### src/rtl/bst_pkg.sv
// Shared types, codes and default sizes of the buffer slot table.
`default_nettype none
package bst_pkg;

    localparam int MODE_W     = 2;
    localparam int BLKNUM_W   = 16;
    localparam int STATUS_W   = 2;
    localparam int SLOT_IDX_W = 5;
    localparam int WB_BLK_W   = 13;

    localparam int SLOT_COUNT_DEF       = 32;
    localparam int DISK_BLOCK_COUNT_DEF = 8192;
    localparam int AGE_BITS_DEF         = 16;

    typedef enum logic [MODE_W-1:0] {
        MODE_ALLOC  = 2'd0,
        MODE_LOOKUP = 2'd1,
        MODE_MARK   = 2'd2,
        MODE_FLUSH  = 2'd3
    } t_mode;

    typedef enum logic [STATUS_W-1:0] {
        ST_OK   = 2'd0,
        ST_OOB  = 2'd1,
        ST_MISS = 2'd2
    } t_status;

    typedef struct packed {
        logic accept;
        logic rd_en;
        logic chk;
        logic fin;
    } t_ctl_cmd;

    typedef struct packed {
        logic in_oob;
        logic flush_hit;
        logic out_free;
    } t_ctl_sts;

endpackage
`default_nettype wire

### src/rtl/bst_in_if.sv
// Request channel: mode and block number with valid/ready.
`default_nettype none
interface bst_in_if;
    logic                               valid;
    logic                               ready;
    logic [bst_pkg::MODE_W-1:0]         mode;
    logic signed [bst_pkg::BLKNUM_W-1:0] block_number;

    modport source (output valid, output mode, output block_number, input ready);
    modport sink   (input valid, input mode, input block_number, output ready);
endinterface
`default_nettype wire

### src/rtl/bst_out_if.sv
// Response channel: status, slot and writeback request with valid/ready.
`default_nettype none
interface bst_out_if;
    logic                             valid;
    logic                             ready;
    logic [bst_pkg::STATUS_W-1:0]     status;
    logic [bst_pkg::SLOT_IDX_W-1:0]   slot_index;
    logic                             writeback_valid;
    logic [bst_pkg::WB_BLK_W-1:0]     writeback_block;
    logic                             last_result;

    modport source (output valid, output status, output slot_index,
                    output writeback_valid, output writeback_block,
                    output last_result, input ready);
    modport sink   (input valid, input status, input slot_index,
                    input writeback_valid, input writeback_block,
                    input last_result, output ready);
endinterface
`default_nettype wire

### src/rtl/buffer_slot_table_with_replacement.sv
// Top level of the buffer slot table: sequencer plus slot datapath.
//
// Requests enter on i_req (mode, block_number) and responses leave on o_rsp,
// both valid/ready channels; an item moves when valid and ready are high at a
// rising edge of i_clk. Allocate, lookup and mark dirty give one response;
// flush gives one response per valid dirty slot in slot order, or a single
// empty response, with last_result set on the final one.
// A request that is not a flush and whose block number lies outside the disk
// skips the scan and gets an out-of-bound response from the finish step. Any
// other request walks every slot once through the age/block memory, which has
// one read and one write port, one slot per cycle while the scan is not
// stalled. One request is in work at a time and its end waits for room in the
// output register; ready returns after that edge, so a new request is taken
// only once the previous one has finished.
// A full output register stalls the scan at the next flush writeback and
// holds the end of the request; a flush whose last writeback still waits keeps
// ready low, otherwise a waiting response does not block taking the next one.
// Synchronous active-low reset frees every slot and clears the dirty bits;
// ages and block numbers sit in the memory and are written when a slot is
// taken, so the memory needs no clearing pass.
`default_nettype none
module buffer_slot_table_with_replacement #(
    parameter int SLOT_COUNT       = bst_pkg::SLOT_COUNT_DEF,
    parameter int DISK_BLOCK_COUNT = bst_pkg::DISK_BLOCK_COUNT_DEF,
    parameter int AGE_BITS         = bst_pkg::AGE_BITS_DEF
) (
    input  wire        i_clk,
    input  wire        i_rst_n,
    bst_in_if.sink     i_req,
    bst_out_if.source  o_rsp
);

    localparam int IDX_W = (SLOT_COUNT > 1) ? $clog2(SLOT_COUNT) : 1;

    bst_pkg::t_ctl_cmd ctl_cmd;
    bst_pkg::t_ctl_sts ctl_sts;
    logic [IDX_W-1:0]  rd_addr;
    logic [IDX_W-1:0]  chk_idx;
    logic              req_ready;

    assign i_req.ready = req_ready;

    bst_ctrl #(
        .SLOT_COUNT (SLOT_COUNT)
    ) u_ctrl (
        .i_clk     (i_clk),
        .i_rst_n   (i_rst_n),
        .i_valid   (i_req.valid),
        .o_ready   (req_ready),
        .i_sts     (ctl_sts),
        .o_cmd     (ctl_cmd),
        .o_rd_addr (rd_addr),
        .o_chk_idx (chk_idx)
    );

    bst_datapath #(
        .SLOT_COUNT       (SLOT_COUNT),
        .DISK_BLOCK_COUNT (DISK_BLOCK_COUNT),
        .AGE_BITS         (AGE_BITS)
    ) u_datapath (
        .i_clk             (i_clk),
        .i_rst_n           (i_rst_n),
        .i_cmd             (ctl_cmd),
        .i_rd_addr         (rd_addr),
        .i_chk_idx         (chk_idx),
        .o_sts             (ctl_sts),
        .i_mode            (i_req.mode),
        .i_block_number    (i_req.block_number),
        .o_valid           (o_rsp.valid),
        .i_ready           (o_rsp.ready),
        .o_status          (o_rsp.status),
        .o_slot_index      (o_rsp.slot_index),
        .o_writeback_valid (o_rsp.writeback_valid),
        .o_writeback_block (o_rsp.writeback_block),
        .o_last_result     (o_rsp.last_result)
    );

endmodule
`default_nettype wire

### src/rtl/bst_datapath.sv
// Slot flags, age/block memory, scan accumulators and result register.
`default_nettype none
module bst_datapath #(
    parameter int SLOT_COUNT       = bst_pkg::SLOT_COUNT_DEF,
    parameter int DISK_BLOCK_COUNT = bst_pkg::DISK_BLOCK_COUNT_DEF,
    parameter int AGE_BITS         = bst_pkg::AGE_BITS_DEF
) (
    input  wire                                 i_clk,
    input  wire                                 i_rst_n,
    input  wire bst_pkg::t_ctl_cmd              i_cmd,
    input  wire [((SLOT_COUNT > 1) ? $clog2(SLOT_COUNT) : 1)-1:0] i_rd_addr,
    input  wire [((SLOT_COUNT > 1) ? $clog2(SLOT_COUNT) : 1)-1:0] i_chk_idx,
    output bst_pkg::t_ctl_sts                   o_sts,
    input  wire [bst_pkg::MODE_W-1:0]           i_mode,
    input  wire signed [bst_pkg::BLKNUM_W-1:0]  i_block_number,
    output logic                                o_valid,
    input  wire                                 i_ready,
    output logic [bst_pkg::STATUS_W-1:0]        o_status,
    output logic [bst_pkg::SLOT_IDX_W-1:0]      o_slot_index,
    output logic                                o_writeback_valid,
    output logic [bst_pkg::WB_BLK_W-1:0]        o_writeback_block,
    output logic                                o_last_result
);

    localparam int IDX_W = (SLOT_COUNT > 1) ? $clog2(SLOT_COUNT) : 1;
    localparam int BLK_W = $clog2(DISK_BLOCK_COUNT);
    localparam int MEM_W = AGE_BITS + BLK_W;

    // Per-slot flags
    logic [SLOT_COUNT-1:0] r_valid;
    logic [SLOT_COUNT-1:0] r_dirty;

    // Age and block number per slot
    logic [MEM_W-1:0] r_mem [SLOT_COUNT];
    logic [MEM_W-1:0] r_rd_data;

    // Current item
    bst_pkg::t_mode     r_mode;
    logic [BLK_W-1:0]   r_blk;
    logic               r_oob;

    // Scan accumulators
    logic               r_free_hit;
    logic [IDX_W-1:0]   r_free_idx;
    logic [AGE_BITS-1:0] r_best_age;
    logic [IDX_W-1:0]   r_best_idx;
    logic [BLK_W-1:0]   r_best_blk;
    logic               r_best_dirty;
    logic               r_found;
    logic [IDX_W-1:0]   r_found_idx;
    logic               r_any;

    // Result register
    logic               r_out_valid;
    bst_pkg::t_status   r_out_status;
    logic [bst_pkg::SLOT_IDX_W-1:0] r_out_slot;
    logic               r_out_wbv;
    logic [bst_pkg::WB_BLK_W-1:0]   r_out_wbb;
    logic               r_out_last;

    logic [SLOT_COUNT-1:0] vd;
    logic [SLOT_COUNT-1:0] vd_shift;
    logic               chk_valid;
    logic               chk_dirty;
    logic [AGE_BITS-1:0] rd_age;
    logic [BLK_W-1:0]   rd_blk;
    logic [AGE_BITS-1:0] aged;
    logic               flush_last;
    logic               flush_hit;
    logic               out_free;
    logic               fin_go;
    logic [IDX_W-1:0]   pick;
    logic               evict_wb;

    logic               n_load;
    bst_pkg::t_status   n_status;
    logic [IDX_W-1:0]   n_slot;
    logic               n_wbv;
    logic [BLK_W-1:0]   n_wbb;
    logic               n_last;
    logic [31:0]        slot_ext;
    logic [31:0]        wbb_ext;

    logic               wr_en;
    logic [IDX_W-1:0]   wr_addr;
    logic [MEM_W-1:0]   wr_data;

    assign vd         = r_valid & r_dirty;
    assign vd_shift   = vd >> i_chk_idx;
    assign flush_last = ~|(vd_shift >> 1);
    assign chk_valid  = r_valid[i_chk_idx];
    assign chk_dirty  = r_dirty[i_chk_idx];
    assign rd_age     = r_rd_data[MEM_W-1 -: AGE_BITS];
    assign rd_blk     = r_rd_data[BLK_W-1:0];
    // saturate at all ones
    assign aged       = (&rd_age) ? rd_age : rd_age + 1'b1;
    assign flush_hit  = (r_mode == bst_pkg::MODE_FLUSH) && !r_oob && vd[i_chk_idx];
    assign out_free   = !r_out_valid || i_ready;
    assign fin_go     = i_cmd.fin && out_free;
    assign pick       = r_free_hit ? r_free_idx : r_best_idx;
    assign evict_wb   = !r_free_hit && r_best_dirty;

    assign o_sts.in_oob    = (bst_pkg::t_mode'(i_mode) != bst_pkg::MODE_FLUSH) &&
                             ($unsigned(i_block_number) >= 16'(DISK_BLOCK_COUNT));
    assign o_sts.flush_hit = flush_hit;
    assign o_sts.out_free  = out_free;

    // Result selection
    always_comb begin
        n_load   = 1'b0;
        n_status = bst_pkg::ST_OK;
        n_slot   = '0;
        n_wbv    = 1'b0;
        n_wbb    = '0;
        n_last   = 1'b1;
        if (i_cmd.chk && flush_hit && out_free) begin
            n_load = 1'b1;
            n_slot = i_chk_idx;
            n_wbv  = 1'b1;
            n_wbb  = rd_blk;
            n_last = flush_last;
        end else if (fin_go) begin
            if (r_oob) begin
                n_load   = 1'b1;
                n_status = bst_pkg::ST_OOB;
            end else begin
                unique case (r_mode) inside
                    bst_pkg::MODE_ALLOC: begin
                        n_load = 1'b1;
                        n_slot = pick;
                        n_wbv  = evict_wb;
                        n_wbb  = evict_wb ? r_best_blk : '0;
                    end
                    bst_pkg::MODE_LOOKUP, bst_pkg::MODE_MARK: begin
                        n_load = 1'b1;
                        if (r_found) begin
                            n_slot = r_found_idx;
                        end else begin
                            n_status = bst_pkg::ST_MISS;
                        end
                    end
                    bst_pkg::MODE_FLUSH: begin
                        n_load = !r_any;
                    end
                endcase
            end
        end
    end

    assign slot_ext = 32'(n_slot);
    assign wbb_ext  = 32'(n_wbb);

    // Single write port: aging during the scan, new entry at the end
    always_comb begin
        wr_en   = 1'b0;
        wr_addr = i_chk_idx;
        wr_data = {aged, rd_blk};
        if (i_cmd.chk && (r_mode == bst_pkg::MODE_ALLOC) && chk_valid) begin
            wr_en = 1'b1;
        end else if (fin_go && !r_oob && (r_mode == bst_pkg::MODE_ALLOC)) begin
            wr_en   = 1'b1;
            wr_addr = pick;
            wr_data = {{AGE_BITS{1'b0}}, r_blk};
        end
    end

    always_ff @(posedge i_clk) begin
        if (wr_en) begin
            r_mem[wr_addr] <= wr_data;
        end
        if (i_cmd.rd_en) begin
            r_rd_data <= r_mem[i_rd_addr];
        end
    end

    always_ff @(posedge i_clk) begin
        if (!i_rst_n) begin
            r_valid <= '0;
            r_dirty <= '0;
        end else if (fin_go && !r_oob) begin
            if (r_mode == bst_pkg::MODE_ALLOC) begin
                r_valid[pick] <= 1'b1;
                r_dirty[pick] <= 1'b0;
            end else if ((r_mode == bst_pkg::MODE_MARK) && r_found) begin
                r_dirty[r_found_idx] <= 1'b1;
            end
        end
    end

    always_ff @(posedge i_clk) begin
        if (!i_rst_n) begin
            r_free_hit <= 1'b0;
            r_found    <= 1'b0;
            r_any      <= 1'b0;
            r_oob      <= 1'b0;
            r_mode     <= bst_pkg::MODE_ALLOC;
        end else if (i_cmd.accept) begin
            r_mode       <= bst_pkg::t_mode'(i_mode);
            r_blk        <= i_block_number[BLK_W-1:0];
            r_oob        <= o_sts.in_oob;
            r_free_hit   <= 1'b0;
            r_found      <= 1'b0;
            r_any        <= 1'b0;
            r_best_age   <= '0;
            r_best_idx   <= '0;
            r_best_dirty <= 1'b0;
        end else if (i_cmd.chk) begin
            if (r_mode == bst_pkg::MODE_ALLOC) begin
                if (!chk_valid && !r_free_hit) begin
                    r_free_hit <= 1'b1;
                    r_free_idx <= i_chk_idx;
                end
                // strict compare keeps the lowest index on a tie
                if (chk_valid && (aged > r_best_age)) begin
                    r_best_age   <= aged;
                    r_best_idx   <= i_chk_idx;
                    r_best_blk   <= rd_blk;
                    r_best_dirty <= chk_dirty;
                end
            end else if (r_mode == bst_pkg::MODE_FLUSH) begin
                if (flush_hit && out_free) begin
                    r_any <= 1'b1;
                end
            end else begin
                if (chk_valid && (rd_blk == r_blk) && !r_found) begin
                    r_found     <= 1'b1;
                    r_found_idx <= i_chk_idx;
                end
            end
        end
    end

    always_ff @(posedge i_clk) begin
        if (!i_rst_n) begin
            r_out_valid <= 1'b0;
        end else if (n_load) begin
            r_out_valid <= 1'b1;
        end else if (i_ready) begin
            r_out_valid <= 1'b0;
        end
    end

    always_ff @(posedge i_clk) begin
        if (n_load) begin
            r_out_status <= n_status;
            r_out_slot   <= slot_ext[bst_pkg::SLOT_IDX_W-1:0];
            r_out_wbv    <= n_wbv;
            r_out_wbb    <= wbb_ext[bst_pkg::WB_BLK_W-1:0];
            r_out_last   <= n_last;
        end
    end

    assign o_valid           = r_out_valid;
    assign o_status          = r_out_status;
    assign o_slot_index      = r_out_slot;
    assign o_writeback_valid = r_out_wbv;
    assign o_writeback_block = r_out_wbb;
    assign o_last_result     = r_out_last;

endmodule
`default_nettype wire

### src/rtl/bst_ctrl.sv
// Sequencer: accepts an item, walks the slots once unless it is out of bound, then finishes it.
`default_nettype none
module bst_ctrl #(
    parameter int SLOT_COUNT = bst_pkg::SLOT_COUNT_DEF
) (
    input  wire                       i_clk,
    input  wire                       i_rst_n,
    input  wire                       i_valid,
    output logic                      o_ready,
    input  wire bst_pkg::t_ctl_sts    i_sts,
    output bst_pkg::t_ctl_cmd         o_cmd,
    output logic [((SLOT_COUNT > 1) ? $clog2(SLOT_COUNT) : 1)-1:0] o_rd_addr,
    output logic [((SLOT_COUNT > 1) ? $clog2(SLOT_COUNT) : 1)-1:0] o_chk_idx
);

    localparam int IDX_W = (SLOT_COUNT > 1) ? $clog2(SLOT_COUNT) : 1;
    localparam logic [IDX_W-1:0] LAST = IDX_W'(SLOT_COUNT - 1);

    typedef enum logic [1:0] {
        S_IDLE,
        S_SCAN,
        S_FIN
    } t_state;

    t_state           r_state;
    logic             r_in_ready;
    logic [IDX_W-1:0] r_rd_idx;
    logic             r_rd_live;
    logic [IDX_W-1:0] r_chk_idx;
    logic             r_chk_live;

    logic             accept;
    logic             stall;

    assign accept = i_valid && r_in_ready;
    // hold the scan while a flush result cannot be placed
    assign stall  = (r_state == S_SCAN) && r_chk_live && i_sts.flush_hit && !i_sts.out_free;

    assign o_cmd.accept = accept;
    assign o_cmd.rd_en  = (r_state == S_SCAN) && r_rd_live && !stall;
    assign o_cmd.chk    = (r_state == S_SCAN) && r_chk_live;
    assign o_cmd.fin    = (r_state == S_FIN);
    assign o_rd_addr    = r_rd_idx;
    assign o_chk_idx    = r_chk_idx;
    assign o_ready      = r_in_ready;

    always_ff @(posedge i_clk) begin
        if (!i_rst_n) begin
            r_state    <= S_IDLE;
            r_in_ready <= 1'b1;
            r_rd_idx   <= '0;
            r_rd_live  <= 1'b0;
            r_chk_idx  <= '0;
            r_chk_live <= 1'b0;
        end else begin
            unique case (r_state)
                S_IDLE: begin
                    if (accept) begin
                        r_in_ready <= 1'b0;
                        r_rd_idx   <= '0;
                        r_rd_live  <= 1'b1;
                        r_chk_live <= 1'b0;
                        r_state    <= i_sts.in_oob ? S_FIN : S_SCAN;
                    end
                end
                S_SCAN: begin
                    if (!stall) begin
                        r_chk_live <= r_rd_live;
                        r_chk_idx  <= r_rd_idx;
                        if (r_rd_live) begin
                            r_rd_idx  <= r_rd_idx + 1'b1;
                            r_rd_live <= (r_rd_idx != LAST);
                        end
                        if (r_chk_live && (r_chk_idx == LAST)) begin
                            r_state <= S_FIN;
                        end
                    end
                end
                S_FIN: begin
                    if (i_sts.out_free) begin
                        r_state    <= S_IDLE;
                        r_in_ready <= 1'b1;
                    end
                end
                default: begin
                    r_state <= S_IDLE;
                end
            endcase
        end
    end

`ifndef SYNTH
    a_ready_only_idle: assert property (@(posedge i_clk) disable iff (!i_rst_n)
        r_in_ready |-> (r_state == S_IDLE))
        else $error("ready outside idle");

    a_accept_drops_ready: assert property (@(posedge i_clk) disable iff (!i_rst_n)
        accept |=> !r_in_ready)
        else $error("ready held after accept");

    a_fin_waits: assert property (@(posedge i_clk) disable iff (!i_rst_n)
        ((r_state == S_FIN) && !i_sts.out_free) |=> (r_state == S_FIN))
        else $error("finish left with result register full");

    a_read_in_range: assert property (@(posedge i_clk) disable iff (!i_rst_n)
        o_cmd.rd_en |-> (r_rd_idx <= LAST))
        else $error("slot read past last slot");

    a_stall_holds: assert property (@(posedge i_clk) disable iff (!i_rst_n)
        stall |=> ($stable(r_chk_idx) && r_chk_live))
        else $error("scan advanced during stall");
`endif

endmodule
`default_nettype wire

### src/flat_wrapper.sv
// flat-port wrapper written by rule: the top's interface ports become plain ports
module buffer_slot_table_with_replacement_flat 
#(
    parameter int SLOT_COUNT       = bst_pkg::SLOT_COUNT_DEF,
    parameter int DISK_BLOCK_COUNT = bst_pkg::DISK_BLOCK_COUNT_DEF,
    parameter int AGE_BITS         = bst_pkg::AGE_BITS_DEF
)
  (i_clk, i_rst_n, i_req_valid, i_req_mode, i_req_block_number, i_req_ready, o_rsp_valid, o_rsp_status, o_rsp_slot_index, o_rsp_writeback_valid, o_rsp_writeback_block, o_rsp_last_result, o_rsp_ready);
  bst_in_if i_req_i ();
  bst_out_if o_rsp_i ();
  input  wire i_clk;
  input  wire i_rst_n;
  input wire logic [$bits(i_req_i.valid)-1:0] i_req_valid;
  input wire logic [$bits(i_req_i.mode)-1:0] i_req_mode;
  input wire logic [$bits(i_req_i.block_number)-1:0] i_req_block_number;
  output wire logic [$bits(i_req_i.ready)-1:0] i_req_ready;
  output wire logic [$bits(o_rsp_i.valid)-1:0] o_rsp_valid;
  output wire logic [$bits(o_rsp_i.status)-1:0] o_rsp_status;
  output wire logic [$bits(o_rsp_i.slot_index)-1:0] o_rsp_slot_index;
  output wire logic [$bits(o_rsp_i.writeback_valid)-1:0] o_rsp_writeback_valid;
  output wire logic [$bits(o_rsp_i.writeback_block)-1:0] o_rsp_writeback_block;
  output wire logic [$bits(o_rsp_i.last_result)-1:0] o_rsp_last_result;
  input wire logic [$bits(o_rsp_i.ready)-1:0] o_rsp_ready;
  assign i_req_i.valid = i_req_valid;
  assign i_req_i.mode = i_req_mode;
  assign i_req_i.block_number = i_req_block_number;
  assign i_req_ready = i_req_i.ready;
  assign o_rsp_valid = o_rsp_i.valid;
  assign o_rsp_status = o_rsp_i.status;
  assign o_rsp_slot_index = o_rsp_i.slot_index;
  assign o_rsp_writeback_valid = o_rsp_i.writeback_valid;
  assign o_rsp_writeback_block = o_rsp_i.writeback_block;
  assign o_rsp_last_result = o_rsp_i.last_result;
  assign o_rsp_i.ready = o_rsp_ready;
  buffer_slot_table_with_replacement #(.SLOT_COUNT(SLOT_COUNT), .DISK_BLOCK_COUNT(DISK_BLOCK_COUNT), .AGE_BITS(AGE_BITS)) u_core (.i_clk(i_clk), .i_rst_n(i_rst_n), .i_req(i_req_i), .o_rsp(o_rsp_i));
endmodule
### config.mk
export PLATFORM = sky130hd
export DESIGN_NAME = buffer_slot_table_with_replacement_flat
export DESIGN_NICKNAME = d
export VERILOG_FILES = /design/src/rtl/bst_pkg.sv /design/src/rtl/bst_in_if.sv /design/src/rtl/bst_out_if.sv /design/src/rtl/buffer_slot_table_with_replacement.sv /design/src/rtl/bst_datapath.sv /design/src/rtl/bst_ctrl.sv /design/src/flat_wrapper.sv
export SDC_FILE = /design/constraint.sdc
export NUM_CORES = 1
export LEC_CHECK = 0
export BUFFER_PORTS_ARGS = -buffer_cell sky130_fd_sc_hd__buf_2
export CORE_AREA = 5 5 368 370
export CTS_BUF_LIST = sky130_fd_sc_hd__clkbuf_2 sky130_fd_sc_hd__clkbuf_4 sky130_fd_sc_hd__clkbuf_8
export DETAILED_ROUTE_END_ITERATION = 8
export DIE_AREA = 0 0 373 375
export PLACE_DENSITY = 0.58
export SYNTH_ARGS = -nofsm -noshare
export SYNTH_HDL_FRONTEND = slang
export SYNTH_SLANG_ARGS = --single-unit
### constraint.sdc
create_clock -name i_clk -period 12.6 [get_ports i_clk]
set_input_delay 0.63 -clock i_clk [delete_from_list [all_inputs] [get_ports i_clk]]
set_output_delay 0.63 -clock i_clk [all_outputs]
set_load 0.02 [all_outputs]
After elaboration in Yosys (flattened, before gate mapping)

Memory sizes are Yosys's and may differ from the RTL's. A register that Yosys moved wholly into a read port is not among the register bits.
Index checks and enable logic that the tools add are counted.

Memory bits (writable): 928
Logic and storage cells: 202
Memories: 1
Flip-flop bits (word level): 166

Magnitude comparators: 7
Multiplexer cells: 72
Shifts and indexed selects: 1
Bitwise logic cells: 12
$add $sub $neg: 2
Reductions and logical operators: 66
Equality and inequality tests: 14

Memory list:

| name                    | words | width | read ports | clocked after memory_dff | write ports | RTL line           | source |
|---|---|---|---|---|---|---|---|
| u_core.u_datapath.r_mem | 32    | 29    | 1          | 1                        | 1           | bst_datapath.sv:34 | `logic [MEM_W-1:0] r_mem [SLOT_COUNT];` |

Operators by type and width:

| kind                    | count |
|---|---|
| $mux W13                | 5 |
| $mux W5                 | 13 |
| $and A32 B32 Y32        | 2 |
| $mux W16                | 4 |
| $mux W32                | 2 |
| $or A32 B32 Y32         | 2 |
| $mux W29                | 2 |
| $not A32 Y32            | 1 |
| $shr A32 B5 Y32         | 1 |
| $reduce_or A31 Y1       | 1 |
| $mux W1                 | 28 |
| $logic_and A1 B1 Y1     | 25 |
| $pmux W5 S2             | 2 |
| $reduce_and A4 Y1       | 5 |
| $lt A5 B6 Y1 const B    | 3 |
| $add A16 B1 Y16 const B | 1 |
| $ge A16 B14 Y1 const B  | 1 |
| $gt A16 B16 Y1          | 1 |
| $reduce_and A16 Y1      | 1 |
| $bmux W1 S5             | 3 |
| $reduce_bool A2 Y1      | 7 |
| $eq A13 B13 Y1          | 1 |
| $mux W2                 | 6 |
| $demux W1 S5            | 2 |
| 21 further kinds        | 55 |

Depth between registers and ports, before layout

Gate-level depths: netlist (run 1).

Depth in word-level cells: 9
Mapped depth: 16

Hierarchy

A second synthesis (run 1) with hierarchy kept.

Cells, all modules: 2430
Area total of the unflattened synthesis: 45647.5 um^2

Modules (own cells, without submodules):

| module       | area each (um^2) | seq. area each (um^2) | instances | cells each |
|---|---|---|---|---|
| bst_datapath | 44851.8          | 32561.2               | 1         | 2337 |
| bst_ctrl     | 795.8            | 300.3                 | 1         | 93 |

Worst setup path before layout (run 1)

Ideal clock, no wire load.

Path kind: input to register
Start point: input o_rsp_ready
End point: memory u_core.u_datapath.r_mem[26][0] in the netlist's numbering (enable)
Buffers on the path: 1
Data arrival time: 3894 ps
Setup slack: 8255 ps
Data required time: 12149 ps
Setup time: 451 ps
Stages: 6
Cells stage by stage: nor2b_1 > clkbuf_1 > nor4b_4 > mux2i_1 > nand2_1 > nor3_1

Cells in the longest elaborated chain, start to end: 8
Elaborated cells on any way between the ends: 10
Those cells by class: mux: 6; reduce/logical: 4

RTL lines:

| item                                  | RTL line            | source |
|---|---|---|
| start: declaration                    | flat_wrapper.sv:23  | `input wire logic [$bits(o_rsp_i.ready)-1:0] o_rsp_ready;` |
| $logic_or A1 B1 Y1 (*)                | bst_datapath.sv:98  | `assign out_free = !r_out_valid \|\| i_ready;` |
| $logic_and A1 B1 Y1 (*)               | bst_datapath.sv:99  | `assign fin_go = i_cmd.fin && out_free;` |
| $logic_and A1 B1 Y1 (*) (2 in series) | bst_datapath.sv:160 | `end else if (fin_go && !r_oob && (r_mode == bst_pkg::MODE_ALLOC)) begin` |
| $mux W1                               | bst_datapath.sv:160 |  |
| $mux W1                               | bst_datapath.sv:158 | `if (i_cmd.chk && (r_mode == bst_pkg::MODE_ALLOC) && chk_valid) begin` |
| $mux W1                               | bst_datapath.sv:168 | `if (wr_en) begin` |
| $mux W1 (implied by the code)         | bst_datapath.sv:169 | `r_mem[wr_addr] <= wr_data;` |
| end: declaration                      | bst_datapath.sv:34  |  |

Every way passes the cells marked *; elsewhere a longest branch is shown, timed or not.

Worst setup path after layout (run 1)

Start point: register u_core.u_ctrl.r_chk_idx[0], in the netlist u_core.u_ctrl.o_chk_idx[0]
End point: memory u_core.u_datapath.r_mem[28][15] in the netlist's numbering (enable)

Cells in the longest elaborated chain, start to end: 6
Elaborated cells on any way between the ends: 8
Those cells by class: mux: 7; reduce/logical: 1

RTL lines:

| item                          | RTL line            | source |
|---|---|---|
| start: declaration            | bst_ctrl.sv:29      | `logic [IDX_W-1:0] r_chk_idx;` |
| start signal: assignment      | bst_ctrl.sv:69      | `r_chk_idx <= r_rd_idx;` |
| $bmux W1 S5                   | bst_datapath.sv:91  | `assign chk_valid = r_valid[i_chk_idx];` |
| $mux W1 (implied by the code) | bst_datapath.sv:91  |  |
| $logic_and A1 B1 Y1           | bst_datapath.sv:158 |  |
| $mux W1                       | bst_datapath.sv:158 |  |
| $mux W1                       | bst_datapath.sv:168 |  |
| $mux W1 (implied by the code) | bst_datapath.sv:169 |  |

Parallel ways exist; a longest one is shown, timed or not. The select of a mux whose other input is x is not followed.

==> results of run 1 <==
## what timing repair did
action                                  4_1_cts  5_1_grt
hold buffers                                 15        0
endpoints found under the setup margin        0        0
endpoints found under the hold margin        15        0
## layout make-up
cell class,instances,share of cell area (%)
multi-input cells,1089,23.87
well taps,1768,4.248
flip-flops and latches,1123,63.15
inverters,42,0.3028
clock buffers,243,5.666
repair buffers,130,1.754
clock inverters,81,1.007
## worst max-delay path, delay by kind of cell, from the launching register on
family / cells / cell delay [ns]
buffers and inverters: 2 / 1.06
AND/OR/NAND/NOR: 3 / 0.81
AO/OA/AOI/OAI: 1 / 0.61
multiplexers: 3 / 1.44
flip-flops: 1 / 0.41
## power breakdown
part | total [uW] | internal (uW) | switching (uW)
logic | 163 | 55.8 | 107
clock network | 3040 | 1610 | 1430
registers | 4080 | 4070 | 10.9
total | 7290 | 5730 | 1550
## flip-flops by register name (all words and copies together), names as in the netlist, 5 cells and up
signal / count
u_core.u_ctrl.o_chk_idx: 5
u_core.u_ctrl.o_rd_addr: 5
u_core.u_datapath.o_slot_index: 5
u_core.u_datapath.o_writeback_block: 13
u_core.u_datapath.r_best_age: 16
u_core.u_datapath.r_best_blk: 13
u_core.u_datapath.r_best_idx: 5
u_core.u_datapath.r_blk: 13
u_core.u_datapath.r_dirty: 32
u_core.u_datapath.r_found_idx: 5
u_core.u_datapath.r_free_idx: 5
u_core.u_datapath.r_mem: 928
u_core.u_datapath.r_rd_data: 29
u_core.u_datapath.r_valid: 32
## cell usage in the layout (no fill, tap or decap), types with 40 or more instances in the layout
cell      count
mux2_2       51
nand2_1     108
inv_1        40
clkbuf_4     63
nand3_1      47
buf_2        45
mux4_2      323
nor2_1       86
dfxtp_1      79
clkinv_1     50
edfxtp_1   1037
o21ai_0      47
buf_4        69
clkbuf_8    180
## per-layer routing
metal	track usage (%)	vias up	wire length, um
met2	25.69	900	54800
li1	-	10140	-
met5	0	-	0
met3	3.272	177	7339
met1	22.53	12910	49910
met4	4.870	0	2412
## final timing paths
kind | start | endpoint | slack, ns
max reg2reg | u_core.u_ctrl.o_chk_idx[0] | u_core.u_datapath.r_mem[28][15] | 7.90
min reg2reg | u_core.u_ctrl.o_chk_idx[1] | u_core.u_ctrl.o_chk_idx[1] | 0.46
max | u_core.u_ctrl.o_chk_idx[0] | u_core.u_datapath.r_mem[28][15] | 7.90
min | o_rsp_ready | u_core.u_datapath.o_valid | 0.12
## metrics by stage
step	hold WS (ns)	std cells	instance area, sq um	power [uW]	setup slack [ns]
2_1_floorplan	0.4202	2386	45740	4258	8.255
3_3_place_gp	0.4474	4137	48440	4312	8.074
3_5_place_dp	0.4499	4137	48440	4319	8.016
4_1_cts	0.009429	4476	52070	7372	7.963
5_1_grt	0.06990	4476	52070	7562	7.691
6_report	0.1151	4476	52070	7287	7.903
## cell families (layout without fill, tap and decap cells)
logic type | count (synthesis) | after routing | share of synthesized area [%]
multiplexers | 391 | 391 | 17.53
XOR/XNOR | 27 | 27 | 0.5171
AND/OR/NAND/NOR | 412 | 412 | 4.369
adder cells (fa/ha/maj) | 23 | 23 | 0.6292
flip-flops | 1123 | 1123 | 71.85
AO/OA/AOI/OAI | 236 | 236 | 3.529
buffers and inverters | 174 | 496 | 1.570
==> metrics.txt, run 1 <==
Core Area ~130000 sq um; detailed-route DRC error count 0; CTS tree yes; # clock sinks ~1100; count leader, synth edfxtp_1; Post-synth ARST share 0%; unrepaired setup endpoints after global routing no; worst-margin pin slew about 1.3 ns; fin. max-slew vios 0; area share of the largest cell type after synthesis about 68%; TritonCTS buffer count approximately 180; Cell Chain, Critical Path buf_4 > mux4_2 > mux4_2 > mux2i_1 > nand2b_1 > o21a_1 > nand2b_1 > nor2_4 > buf_4; CTS Buffer Depth 3; Worst-Skew Late Latency just under 0.9 ns; global-route wire length before repair between 150000 and 200000 um; FF-to-FF path depth 9; run status completed; Syn Inst Count around 2400; Post-synth EDFFs 1037; WP data arrival between 5 and 6 ns; number of global-route vias before repair about 25000; pin count of the biggest net entering global routing around 150; Crit Path Class register to register; CTS HTree Levels 4; chip height 375 um; Critical Path Max Stage Delay 0.72 ns; Net Count, Synth 2431; clock slew at reported path FFs roughly 0.060 ns; num ports 46; initial antenna violation count 3; worst vdd ir 0.1116 mV; worst hold path class primary input to register; min cycle time layout around 4.7 ns; Die W around 370 um; Post-Route Setup TNS 0 ns; DR vias approximately 24000; WL/cell around 26 um; antenna cells 0; filler cell count 11830; final wirelength 114500 um; Multi-input gate area roughly 12000 sq um; post-synth cell types ~70; CP max-delay cell buf_4; Min-Delay Path Depth 3; CP max FO 80; final cycle utilization of the critical path a little under two fifths; routability congestion estimate ~0.79; Finish-stage setup viols 0; CP endpoint kind register; flops & latches, synth 1123; layout cell share with drive strength beyond 1 30.54%; DR pass1 iterations 5; Total Routing Usage GR ~16%; post-synthesis sequential area ratio a little under three quarters; max cap viols 0; vias per inst between 5 and 6; cell taking the most area after synthesis edfxtp_1; crit start category register; main area contributors after synthesis edfxtp_1 68%, mux4_2 16%, dfxtp_1 3.8%, mux2_2 1.3%, nor2_1 1.0%; Netlist Area Pre-Place about 46000 sq um; Initial Utilization 34.57%; synth cell count leaders 1037 x edfxtp_1, 323 x mux4_2, 122 x nor2_1; full die area 139900 sq um; ANT nets after route 0; Max Fclk 212.9 MHz; Final Skew 0.04641 ns; Ys Warns 0; final hold violation count 0; buffers added on ports 45; Setup Buffers After CTS 0; Main synth FF type edfxtp_1; Slew HR around 14%; clk root buf clkbuf_8; Seq. cell area around 33000 sq um; Post-DP HPWL 60940 um; syn_area_per_cell between 15 and 20 sq um; CTS-repair resized insts 0; Rows about 130; area delta synth->final 13.86%; Pleak around 0.016 uW; iteration-0 DRC count of the detailed router between 2000 and 2500; Final nets between 2000 and 3000; pwr dens approximately 140 nW/um^2; grt ovf 0; fin util between 30% and 40%; Worst EP required 13.14 ns
Note: power is estimated with default switching activity, not from simulation.
==> run 2: changes to the inputs <==
- ABC_AREA: default -> 1
- CORE_AREA: 5 5 368 370 -> 5 5 372 374
- DIE_AREA: 0 0 373 375 -> 0 0 377 379
- PLACE_DENSITY: 0.58 -> 0.6
- clock period: 12.6 -> 3.8 ns (I/O delays scaled with it)
==> run 2 against run 1 <==
  * The flow now finishes with violations (antenna violations)
  * First-iteration DRC count increased by 66%
  * Cell count is 34% higher
  * Critical path depth rose by 8
  * Register-to-register slack got worse by 7.5 ns
  * Combinational power grew to 36 times the previous value
  * Sequential share of layout area shrank 2.2 points
  * Fmax is 40% higher
  * Non-clock buffer count increased by 125
  * Synthesized cell count up 64%
==> metrics.txt, run 2 <==
run status finished, violations left; violated checks antenna violations; Finish-stage setup viols 0 (unchanged); met1 WL 60140 um (+21%); CP max FO 13 (-84%); worst hold slack 0.09398 ns (-0.02110 ns); WP data arrival 3.90 ns (-1.34 ns); flops & latches, synth 1123 (unchanged); commonest non-fill, non-tap cell in the layout edfxtp_1; Placed Area 50180 sq um (+3.6%); R2R Setup Slk 0.44 ns (-7.46 ns); # clock sinks 1123 (unchanged); crit start category register; final wirelength 137100 um (+20%); clock slew at reported path FFs 0.06 ns (about the same); area delta synth->final 15.51%; CTS tree yes; Ys Warns 0 (unchanged); number of global-route vias before repair 31450 (+27%); num ports 46 (unchanged); area share of the largest cell type after synthesis 66.72% (-1.4 points); routability congestion estimate 0.8659 (+9.0%); DR vias 32940 (+37%); biggest regs u_core.u_datapath.r_mem x928, u_core.u_datapath.r_dirty x32, u_core.u_datapath.r_valid x32; pin count of the biggest net entering global routing 147 (+1.4%); post-place setup slack 0.4077 ns (-7.609 ns); CTS Buffer Depth 3 (unchanged); Syn Inst Count 3920 (+64%); final hold violation count 0 (unchanged); instance count on the critical path 17 (+8); met3 WL 11450 um (+56%); DR pass1 iterations 6 (+1); count leader, synth edfxtp_1; Post-synth ARST share 0% (unchanged); worst r2r dst u_core.u_datapath.r_best_blk[6]; CP endpoint kind register; unrepaired setup endpoints after global routing no; Crit Path Class register to register; vias per inst 5.473 (+1.5%); full die area 142900 sq um (+2.2%); Core Area 134600 sq um (+1.8%); Total Routing Usage GR 18.75% (+2.6 points); CTS HTree Levels 4 (unchanged); Initial Utilization 34.67% (+0.095 points); detailed-route DRC error count 0 (unchanged); FF-to-FF path depth 17 (+8); clk root buf clkbuf_8; TritonCTS buffer count 175 (-1.1%); most frequent cells in the layout 1037 x edfxtp_1, 695 x nor2_1, 569 x o21ai_0, 294 x nand2_1, 183 x clkbuf_8; Worst Setup EP u_core.u_datapath.r_best_blk[6]; critical path's top delay family simple AND/OR/NAND/NOR gates; Post-DP HPWL 78410 um (+29%); grt ovf 0 (unchanged); worst-margin pin slew 1.144 ns (-0.1326 ns); global-route wire length before repair 202800 um (+21%); Post-synth EDFFs 1037 (unchanged); initial antenna violation count 3 (unchanged); Netlist Area Pre-Place 46670 sq um (+2.0%); Rows 135 (+0.75%); Pleak 0.01798 uW (+13%); met2 WL 61640 um (+12%); Main synth FF type edfxtp_1; Max Fclk 297.9 MHz (+40%); buffers added on ports 45 (unchanged); fin. max-slew vios 0 (unchanged); filler cell count 12610 (+6.6%); Design Area, Final 53910 sq um (+3.5%); Die W 377 um (+1.1%); reg2reg start u_core.u_datapath.r_rd_data[14]; Critical Path Max Stage Delay 0.37 ns (-0.35 ns); syn_area_per_cell 11.91 sq um (-38%); worst hold path class primary input to register; min cycle time layout 3.357 ns (-1.340 ns); CP Launch Point u_core.u_datapath.r_rd_data[14]; Net Count, Synth 3965 (+63%); WL/cell 22.78 um (-11%); Setup Buffers After CTS 0 (unchanged); iteration-0 DRC count of the detailed router 3791 (+66%); Post-Route Setup TNS 0 ns (unchanged); HP Start i_req_block_number[2]; chip height 379 um (+1.1%); post-synth cell types 60 (-12%); fin util 40.05% (+0.68 points); Slew HR 23.47% (+9.1 points); CP Buf/Inv Count 4 (+2); main area contributors after synthesis edfxtp_1 67%, o21ai_0 6.2%, nor2_1 5.9%, dfxtp_1 3.7%, o221ai_1 3.3%; Cell Chain, Critical Path ha_1 > inv_1 > nor4_1 > buf_4 > nand4_1 > o21ai_0 > xor2_1 > inv_1 > ha_1 > nand2_1 > o21a_1 > nor2_1 > o21bai_1 > o2111ai_1 > nand4_1 > nor2_1 > buf_4; pwr dens 567.7 nW/um^2 (+310%); Worst-Skew Late Latency 0.87 ns (about the same); setup ws final 0.4427 ns (-7.460 ns); CP max-delay cell edfxtp_1; max reg flops 928 (unchanged); cell taking the most area after synthesis edfxtp_1; layout cell share with drive strength beyond 1 14.33% (-16 points); Top Metal Used met4; Final nets 4142 (+59%); Final Skew 0.03645 ns (-0.009956 ns); synth cell count leaders 1037 x edfxtp_1, 731 x nor2_1, 582 x o21ai_0; worst vdd ir 0.5882 mV (+430%); post-synthesis sequential area ratio 70.41% (-1.4 points); largest register by flop count u_core.u_datapath.r_mem; final cycle utilization of the critical path 88.35% (+51 points); ANT nets after route 1 (+1); max cap viols 0 (unchanged); Worst EP required 4.34 ns (-8.80 ns)
[run 2: final cells by class]
| cell class | instances | area, sq um | share of cell area [%] |
|---|---|---|---|
| clock inverter | 77 | 500.5 | 0.9283 |
| multi-input combinational | 2377 | 12440 | 23.08 |
| tap | 1781 | 2228 | 4.133 |
| timing repair buffer | 255 | 2307 | 4.280 |
| sequential | 1123 | 32880 | 60.98 |
| clock buffer | 233 | 2894 | 5.368 |
| inverter | 165 | 646.9 | 1.200 |
| antenna | 7 | 17.52 | 0.03249 |
[run 2: how the worst min path moves through the flow]
| stage | endpoint | slack (ns) | depth (start not counted) |
|---|---|---|---|
| after floorplan | u_core.u_datapath.r_blk[0] | 0.29 | 0 |
| final | u_core.u_datapath.r_blk[2] | 0.09 | 2 |
| after global placement | u_core.u_datapath.r_blk[10] | 0.37 | 1 |
| after CTS | u_core.u_datapath.r_blk[2] | 0.002 | 2 |
| after global routing | u_core.u_datapath.r_blk[2] | 0.06 | 2 |
| after detailed placement | u_core.u_datapath.r_blk[0] | 0.37 | 1 |
[run 2: per-stage QoR]
step / std cells / total power, uW
finish: 6018 / 30610
global route: 6012 / 31760
CTS: 6011 / 30730
detailed placement: 5669 / 20700
global placement: 5669 / 20650
floorplan: 3920 / 18130
[run 2: timing repair]
| action | in CTS | in global routing |
|---|---|---|
| resized for setup | 0 | 0 |
| hold buffers | 32 | 0 |
| hold endpoints to repair | 51 | 0 |
[run 2: routing by layer]
metal	track usage, %	vias to the layer above
met1	26.80	16400
met2	28.97	1430
met5	0	-
met4	6.530	0
li1	-	14850
met3	3.224	257
[run 2: kinds of logic after synthesis]
family,synth area share [%]
simple gates,11.31
flops,70.41
compound gates,13.76
buf+inv,3.598
fa+ha+maj,0.6166
xor+xnor,0.3003
[run 2: power by group]
| group | leakage (uW) | internal [uW] | switching, uW | total [uW] |
|---|---|---|---|---|
| Clock | 0.00178 | 5290 | 4750 | 10000 |
| Combinational | 0.00614 | 1470 | 4420 | 5890 |
| Sequential | 0.0101 | 14500 | 139 | 14700 |
| Total | 0.0180 | 21300 | 9310 | 30600 |
